--- src/sv/rlm_pkg.sv ---
// Shared types and fixed widths for the RMS level meter.
// No dependencies; imported by block_rms_level_meter_core and the testbench.
package rlm_pkg;

	// Field widths fixed by the stream format.
	localparam int SAMPLE_W   = 24;
	localparam int LEVEL_W    = 24;
	localparam int COUNT_W    = 13;
	localparam int SQ_W       = 47;
	localparam int RAD_W      = 48;
	localparam int SQ_REM_W   = 27;
	localparam int SQRT_STEPS = 24;
	localparam int S_TDATA_W  = 24;
	localparam int M_TDATA_W  = 40;

	// Sequencer states, one-hot.
	typedef enum logic [4:0] {
		ST_IDLE  = 5'b00001,
		ST_DRAIN = 5'b00010,
		ST_DIV   = 5'b00100,
		ST_SQRT  = 5'b01000,
		ST_OUT   = 5'b10000
	} rlm_state_t;

endpackage

--- src/sv/rlm_cmp_sub.sv ---
// Shared compare-and-subtract unit for the divide and square root steps.
// Depends on nothing; used by block_rms_level_meter_core.
module rlm_cmp_sub #(
	parameter int W = 27
) (
	input  logic [W-1:0] a,
	input  logic [W-1:0] b,
	output logic         ge,
	output logic [W-1:0] diff
);

	// One wide subtract; the borrow out tells whether a >= b.
	logic [W:0] sub_w;

	always_comb begin
		sub_w = {1'b0, a} - {1'b0, b};
		ge    = ~sub_w[W];
		diff  = sub_w[W-1:0];
	end

endmodule

--- src/sv/block_rms_level_meter_core.sv ---
// RMS level meter top level: squaring front end, accumulator and sequencer.
// Depends on rlm_pkg and rlm_cmp_sub.
//
// Usage: samples arrive on the s_ channel, one signed 24-bit sample per word,
// with s_tlast on the final sample of a block. Each sample is squared and
// added to a running sum at one word per cycle while s_tready is high. Samples
// beyond MAX_SAMPLES in a block are dropped and flagged. The word with s_tlast
// closes the block: s_tready falls and the sum is divided by the sample count
// with a restoring divider (one quotient bit per cycle), then the mean goes
// through a digit-by-digit square root (two radicand bits per cycle). Both use
// the same compare-and-subtract unit. After the last sample the sequencer steps
// through its drain, divide, root and output states; m_tvalid rises once the
// output state loads the result register.
// The result word on m_ carries the level, the count and the overflow flag.
// It sits in an output register; the block returns to accepting samples as
// soon as it is loaded. If the receiver stalls with a result still held,
// the next result waits in the sequencer until the register frees up.
// Reset clears the sum, the count, the flag and the output valid; no
// clearing pass is needed.
module block_rms_level_meter_core
	import rlm_pkg::*;
#(
	parameter int MAX_SAMPLES = 4096
) (
	input  logic                 clk,
	input  logic                 arst_n,
	input  logic                 s_tvalid,
	output logic                 s_tready,
	input  logic [S_TDATA_W-1:0] s_tdata,  // [23:0] sample
	input  logic                 s_tlast,  // is_last
	output logic                 m_tvalid,
	input  logic                 m_tready,
	output logic [M_TDATA_W-1:0] m_tdata   // [23:0] rms_level, [36:24] sample_count,
	                                       // [37] overflow, [39:38] zero
);

	localparam int CNT_W  = $clog2(MAX_SAMPLES + 1);
	localparam int SUM_W  = 46 + CNT_W;
	localparam int UW     = (CNT_W + 1 > SQ_REM_W) ? CNT_W + 1 : SQ_REM_W;
	localparam int STEP_W = $clog2(SUM_W + 1);

	rlm_state_t state_q;

	logic [CNT_W-1:0]    cnt_q;
	logic                drop_q;
	logic [SUM_W-1:0]    sum_q;
	logic [SUM_W-1:0]    sum_next;
	logic                valid_s1;
	logic                keep_s1;
	logic [SQ_W-1:0]     sq_s1;
	logic                accept;
	logic                keep_now;
	logic [SAMPLE_W-1:0] mag;
	logic [2*SAMPLE_W-1:0] prod;

	logic [SUM_W-1:0]    dq_q;
	logic [RAD_W-1:0]    rad_q;
	logic [LEVEL_W-1:0]  root_q;
	logic [UW-1:0]       rem_q;
	logic [STEP_W-1:0]   step_q;
	logic [CNT_W-1:0]    div_q;
	logic                ovf_hold_q;

	logic [UW-1:0]       unit_a;
	logic [UW-1:0]       unit_b;
	logic                unit_ge;
	logic [UW-1:0]       unit_diff;
	logic [UW-1:0]       div_shift;
	logic [UW-1:0]       sqrt_shift;
	logic [SUM_W-1:0]    quot_next;

	logic [LEVEL_W-1:0]  level_q;
	logic [COUNT_W-1:0]  count_out_q;
	logic                ovf_out_q;
	logic                m_valid_q;
	logic                load_out;
	logic [CNT_W+COUNT_W-1:0] count_wide;

	assign accept   = s_tvalid && s_tready;
	assign s_tready = (state_q == ST_IDLE);
	assign keep_now = (cnt_q < CNT_W'(MAX_SAMPLES));
	assign load_out = (state_q == ST_OUT) && (!m_valid_q || m_tready);

	// Magnitude of the sample and its square, registered before the add.
	always_comb begin
		mag  = s_tdata[SAMPLE_W-1] ? (~s_tdata[SAMPLE_W-1:0] + 1'b1) : s_tdata[SAMPLE_W-1:0];
		prod = mag * mag;
	end

	always_ff @(posedge clk) begin
		sq_s1 <= prod[SQ_W-1:0];
	end

	always_ff @(posedge clk or negedge arst_n) begin
		if (!arst_n) begin
			valid_s1 <= 1'b0;
			keep_s1  <= 1'b0;
		end else begin
			valid_s1 <= accept;
			keep_s1  <= accept && keep_now;
		end
	end

	// Running sum including the square that is in flight.
	assign sum_next = (valid_s1 && keep_s1) ? (sum_q + SUM_W'(sq_s1)) : sum_q;

	// Trial operands for the shared unit.
	always_comb begin
		div_shift  = {rem_q[UW-2:0], dq_q[SUM_W-1]};
		sqrt_shift = {rem_q[UW-3:0], rad_q[RAD_W-1:RAD_W-2]};
		if (state_q == ST_SQRT) begin
			unit_a = sqrt_shift;
			unit_b = UW'({root_q, 2'b01});
		end else begin
			unit_a = div_shift;
			unit_b = UW'(div_q);
		end
		quot_next = {dq_q[SUM_W-2:0], unit_ge};
	end

	rlm_cmp_sub #(
		.W(UW)
	) u_cmp_sub (
		.a   (unit_a),
		.b   (unit_b),
		.ge  (unit_ge),
		.diff(unit_diff)
	);

	// Sequencer: accumulate, divide, take the root, hand off the result.
	always_ff @(posedge clk or negedge arst_n) begin
		if (!arst_n) begin
			state_q    <= ST_IDLE;
			cnt_q      <= '0;
			drop_q     <= 1'b0;
			sum_q      <= '0;
			m_valid_q  <= 1'b0;
			step_q     <= '0;
			ovf_hold_q <= 1'b0;
		end else begin
			sum_q <= load_out ? '0 : sum_next;
			if (load_out) begin
				m_valid_q <= 1'b1;
			end else if (m_tready) begin
				m_valid_q <= 1'b0;
			end
			case (state_q)
				ST_IDLE: begin
					if (accept) begin
						if (keep_now) begin
							cnt_q <= cnt_q + 1'b1;
						end else begin
							drop_q <= 1'b1;
						end
						if (s_tlast) begin
							state_q <= ST_DRAIN;
						end
					end
				end
				ST_DRAIN: begin
					// The last square lands in the sum this cycle.
					dq_q       <= sum_next;
					div_q      <= cnt_q;
					ovf_hold_q <= drop_q;
					rem_q      <= '0;
					step_q     <= STEP_W'(SUM_W);
					state_q    <= ST_DIV;
				end
				ST_DIV: begin
					if (step_q == STEP_W'(1)) begin
						rad_q   <= RAD_W'(quot_next);
						rem_q   <= '0;
						root_q  <= '0;
						step_q  <= STEP_W'(SQRT_STEPS);
						state_q <= ST_SQRT;
					end else begin
						dq_q   <= quot_next;
						rem_q  <= unit_ge ? unit_diff : div_shift;
						step_q <= step_q - 1'b1;
					end
				end
				ST_SQRT: begin
					rad_q  <= {rad_q[RAD_W-3:0], 2'b00};
					rem_q  <= unit_ge ? unit_diff : sqrt_shift;
					root_q <= {root_q[LEVEL_W-2:0], unit_ge};
					step_q <= step_q - 1'b1;
					if (step_q == STEP_W'(1)) begin
						state_q <= ST_OUT;
					end
				end
				ST_OUT: begin
					if (load_out) begin
						cnt_q   <= '0;
						drop_q  <= 1'b0;
						state_q <= ST_IDLE;
					end
				end
				default: begin
					state_q <= ST_IDLE;
				end
			endcase
		end
	end

	// Result register payload.
	assign count_wide = {{COUNT_W{1'b0}}, div_q};

	always_ff @(posedge clk) begin
		if (load_out) begin
			level_q     <= root_q;
			count_out_q <= count_wide[COUNT_W-1:0];
			ovf_out_q   <= ovf_hold_q;
		end
	end

	assign m_tvalid = m_valid_q;
	assign m_tdata  = {2'b00, ovf_out_q, count_out_q, level_q};

endmodule

--- config.mk ---
export PLATFORM = sky130hd
export DESIGN_NAME = block_rms_level_meter_core
export DESIGN_NICKNAME = d
export VERILOG_FILES = /design/src/sv/rlm_pkg.sv /design/src/sv/rlm_cmp_sub.sv /design/src/sv/block_rms_level_meter_core.sv
export SDC_FILE = /design/constraint.sdc
export NUM_CORES = 2
export LEC_CHECK = 0
export BUFFER_PORTS_ARGS = -buffer_cell sky130_fd_sc_hd__buf_4
export CELL_PAD_IN_SITES_DETAIL_PLACEMENT = 0
export CELL_PAD_IN_SITES_GLOBAL_PLACEMENT = 1
export CORE_MARGIN = 3
export CORE_UTILIZATION = 40
export DETAILED_ROUTE_END_ITERATION = 12
export PLACE_DENSITY = 0.71
export SLEW_MARGIN = 10
export SYNTH_ARGS = -nofsm -noshare
export SYNTH_HDL_FRONTEND = slang
export SYNTH_SLANG_ARGS = --single-unit
--- constraint.sdc ---
create_clock -name clk -period 7.5 [get_ports clk]
set_input_delay 1.125 -clock clk [delete_from_list [all_inputs] [get_ports clk]]
set_output_delay 1.125 -clock clk [all_outputs]
set_load 0.005 [all_outputs]
Word level (Yosys, flattened, before mapping)

Index checks and enable logic that the tools add are counted.

Flip-flop bits (word level): 343
Bits in latches: 0
Memory bits (writable): 0
Memory bits (read-only): 0
Bits of input ports: 29
Output and inout port bits: 42
Logic and storage cells: 92
Memories: 0

$add $sub $neg: 5
Multipliers: 1
Div/mod/pow operators: 0
Order comparisons: 1
Equal/unequal tests: 14
Shift operators: 0
Multiplexer cells: 33
Bitwise gates (word level): 2
Reduce and logical (&&, ||, !) cells: 18

Operators by type and width:

| cell                    | number |
|---|---|
| $mux W59                | 3 |
| $pmux W59 S2            | 1 |
| $mux W26                | 4 |
| $pmux W48 S2            | 1 |
| $pmux W26 S3            | 1 |
| $add A59 B47 Y59        | 1 |
| $mux W24                | 2 |
| $mux W48                | 1 |
| $pmux W24 S2            | 1 |
| $mul A24 B24 Y47        | 1 |
| $mux W13                | 3 |
| $sub A27 B26 Y28        | 1 |
| $mux W27                | 1 |
| $pmux W13 S2            | 1 |
| $mux W5                 | 5 |
| $pmux W5 S5             | 1 |
| $add A24 B1 Y24 const B | 1 |
| $not A24 Y24            | 1 |
| $pmux W6 S3             | 1 |
| $add A13 B1 Y13 const B | 1 |
| $lt A13 B13 Y1 const B  | 1 |
| $ne A2 B1 Y1 const B    | 4 |
| $ne A2 B2 Y1 const B    | 4 |
| $reduce_and A4 Y1       | 2 |
| 19 further kinds        | 31 |

Longest topological paths before layout

Depth after elaboration: 6
Gate-level depth with buffers: 36
Mapped depth without buffers: 34

Modules after synthesis

A second synthesis with hierarchy kept.

Cells, all modules: 3,670
Area, all modules: 34,224.1 sq um

Modules (own cells, without submodules):

| module                     | times used | cells an instance | area an instance (sq um) | seq. area each (sq um) |
|---|---|---|---|---|
| block_rms_level_meter_core | 1          | 3,425             | 32,601.3                 | 9,370.2 |
| rlm_cmp_sub                | 1          | 245               | 1,622.8                  | 0.0 |

Least setup slack after synthesis

OpenSTA, ideal clock, no wires.

Path kind: input port to flip-flop
From: input port s_tdata[6]
To: register sq_s1[45]
Setup time: 0.127 ns
Arrival time: 9.227 ns
Data required time: 7.373 ns
Slack: -1.853 ns
Cell stages on the path: 30
Path buffers: 1
Path through: or4_4 or3_4 or3_4 or3_4 and2_1 xnor2_1 inv_1 clkbuf_1 nand2_1 fa_1 inv_1 fa_1 fa_1 inv_1 fa_1 inv_1 fa_1 fa_1 inv_1 fa_1 inv_1 ha_1 a211o_1 a2111oi_0 a21oi_1 a21oi_1 o21ai_1 o2111ai_1 o21ai_0 xor2_1

Word-level cells in the longest chain between the ends: 4

RTL lines:

| what                   | line                             | RTL |
|---|---|---|
| start: declaration     | block_rms_level_meter_core.sv:29 | `input logic [S_TDATA_W-1:0] s_tdata,` |
| $not A24 Y24           | block_rms_level_meter_core.sv:86 | `mag = s_tdata[SAMPLE_W-1] ? (~s_tdata[SAMPLE_W-1:0] + 1'b1) : s_tdata[SAMPLE_W-1:0];` |
| $add A24 B1 Y24        | block_rms_level_meter_core.sv:86 |  |
| $mux W24 (*)           | block_rms_level_meter_core.sv:86 |  |
| $mul A24 B24 Y47 (*)   | block_rms_level_meter_core.sv:87 | `prod = mag * mag;` |
| via prod[45]           | block_rms_level_meter_core.sv:54 | `logic [2*SAMPLE_W-1:0] prod;` |
| end signal: assignment | block_rms_level_meter_core.sv:91 | `sq_s1 <= prod[SQ_W-1:0];` |
| end: declaration       | block_rms_level_meter_core.sv:50 | `logic [SQ_W-1:0] sq_s1;` |

The timed path passes the listed nets; every way through them passes the cells marked *.
A chain may end at the register's enable or synchronous reset.

Final worst setup path

From: input port s_tdata[6]
To: register sq_s1[41]

The elaborated chain is that of the path after synthesis.

==> impl_results.md <==
* MaxCap Viol Count at 0
* Crit-path slowest cell: fa_1
* Worst slew pin tran at 1100 ps
* Register area at 9370 sq um
* Num CTS Buffers at 35
* Nets at 4,751
* Post-synth top cells: inv_1, nand2_1, fa_1
* Setup Skew at 33.1 ps
* Max stage delay on crit path at 560 ps
* Post-DP HPWL at 67,700 um
* Clk slew on worst S/H paths at 60 ps
* Initial antenna violation count at 0
* Final hold violations at 0
* DRT Pass-1 Iters at 5
* Ports at 71
* DIE AREA at 87,800 sq um
* Asr flop ratio synth at 0.257
* Routed Antenna Nets at 0
* Crit. End Element: flop
* Top-count cell post-synth: inv_1
* Via density at 4.94
* Vias in the first global route at 26,400
* PortBufs at 68
* EDFF count, synth at 208
* DRC at 0
* Row count at 105
* CTS tree: built
* Worst setup margin at -1190 ps
* Rel. slew slack at 0.264
* RSZ-0062 raised after global routing: true
* DP Worst Slack at -1860 ps
* Yosys top cell by area: fa_1
* Clock sink total at 342
* Max Root-Sink Buffers at 3
* Skew-Pair Late Insertion Delay at 540 ps
* GR Util All Layers at 0.197
* Total wire length at 84,900 um
* GP Congestion at 0.884
* Critical path class: in2reg
* Core Box Area at 82,800 sq um
* Post-synthesis sequential area ratio at 0.278
* Syn Area/Cell at 9.28 sq um
* Status: finished, violations left
* CP startpoint kind: input port
* #FFs+latches synth at 342
* Crit-path max FO at 6
* Post-synthesis cell area at 33,700 sq um
* DR iter-0 viols at 1,127
* Diode count at 0
* Final period utilization at 1.16
* First-pass GRT wire length at 139,000 um
* Via count at 25,500
* Mapped Cells at 3,635
* Die Y at 296 um
* Share of the synthesized area in the top cell type at 0.251
* Chip width at 296 um
* GRT overflow at 0
* Wirelength per Cell at 16.5 um
* Count of unique library cells instantiated by Yosys at 77
* Fmax at 0.115 GHz
* Yosys warning total at 0
* Worst path arrival time at 9110 ps
* Max Slew Vio Count at 0
* Clk root buf: clkbuf_16
* Final setup vio count at 30
* Multi-input logic area at 22,400 sq um
* Ys flop type: edfxtp_1
* Violated checks: setup timing
* P&R area growth vs syn at 20.4%
* Largest net degree at the start of global routing at 90
* H-tree lvl count at 2
* Share of layout cells above drive strength 1 at 0.184
* Filler cells at 7,831
* Fin crit period at 8690 ps
* Worst EP required at 7920 ps
* Hold WC Path Type: reg2reg
* Initial Util at 0.408
* Top cells by area, synth: fa_1, edfxtp_1, ha_1
-- flip-flops by register name, summed over array words and instances, names as in the netlist, 24 cells and up --
register / count
dq_q: 59
sum_q: 59
rad_q: 48
sq_s1: 46
rem_q: 26
level_q: 24
root_q: 24
-- worst paths after layout --
path	startpoint	end	slack [ps]	depth (start not counted)
min in group asynchronous	arst_n	sum_q[2]$_DFF_PN0_	540	1
min	root_q[18]$_SDFFCE_PN0P_	level_q[18]$_DFFE_PP_	440	0
max	s_tdata[6]	sq_s1[41]$_DFF_P_	-1190	31
max reg2reg	state_q[4]$_DFFE_PN0P_	rem_q[16]$_DFFE_PP_	1940	15
min reg2reg	root_q[18]$_SDFFCE_PN0P_	level_q[18]$_DFFE_PP_	440	0
max in group asynchronous	arst_n	sum_q[35]$_DFF_PN0_	5720	2
-- cells in the final DEF (no fill, tap or decap), drive strengths merged, types with 24 or more instances in the layout --
master,synthesis,layout
a21o,50,50
a21oi,197,197
a221oi,24,24
and2,39,39
buf,15,502
clkbuf,122,49
dfrtp,87,87
dfxtp,46,46
edfxtp,208,208
fa,423,423
ha,243,243
inv,642,646
mux2i,30,30
nand2,491,491
nand3,37,37
nand4,24,24
nor2,340,340
nor3,29,29
o21a,26,26
o21ai,171,171
xnor2,66,66
xor2,84,84
-- critical path, delay by kind of cell --
family | cells | cell delay (ps)
adder cells (fa/ha/maj) | 8 | 3830
AND/OR/NAND/NOR | 6 | 1900
AO/OA/AOI/OAI | 8 | 1570
buffers and inverters | 7 | 360
XOR/XNOR | 1 | 200
multiplexers | 1 | 120
-- per-layer routing --
layer	wire, um	vias up	track usage
met5	0	-	0
met4	1880	0	0.0454
met3	3150	100	0.0168
met2	40300	493	0.339
met1	39600	12400	0.271
li1	-	12500	-
-- metrics by stage --
stage               cells  instance area, sq um   util  TNS [ps]  hold slack (ps)
floorplan            3652                 34100      -    -26010              417
global placement     5056                 38500  0.465    -44220              423
detailed placement   5056                 38500  0.465    -47210              426
CTS                  5138                 40100  0.485    -24650              440
global route         5152                 40600  0.491    -31920              458
finish               5152                 40600  0.491    -25230              439
-- area by class of cell --
class	instances	area share
Clock inverter	14	0.00342
Timing Repair inverter	1	0.000123
Multi-Input combinational cell	2527	0.551
Inverter	646	0.0601
Clock buffer	49	0.0247
Tap cell	1070	0.0330
Timing Repair Buffer	503	0.0971
Sequential cell	342	0.231
-- timing repair --
item | 4_1_cts | 5_1_grt
setup buffers | 20 | 16
hold buffers | 0 | 0
setup endpoints to repair | 32 | 33
hold endpoints to repair | 0 | 0
resized for setup | 79 | 95
pin swaps | 71 | 67
cloned | 1 | 0
-- logic make-up (layout without fill, tap and decap cells) --
logic type	count (synthesis)	count (layout)	synth area share
AND/OR/NAND/NOR	1063	1063	0.135
buffers and inverters	783	1213	0.0877
adder cells (fa/ha/maj)	666	666	0.341
AO/OA/AOI/OAI	594	594	0.108
flip-flops	342	342	0.278
XOR/XNOR	150	150	0.0395
multiplexers	35	35	0.0106
other	2	19	0.000223
Power is not shown: default switching activity piles up to over one toggle a cycle in this logic, so the estimate is an artifact.
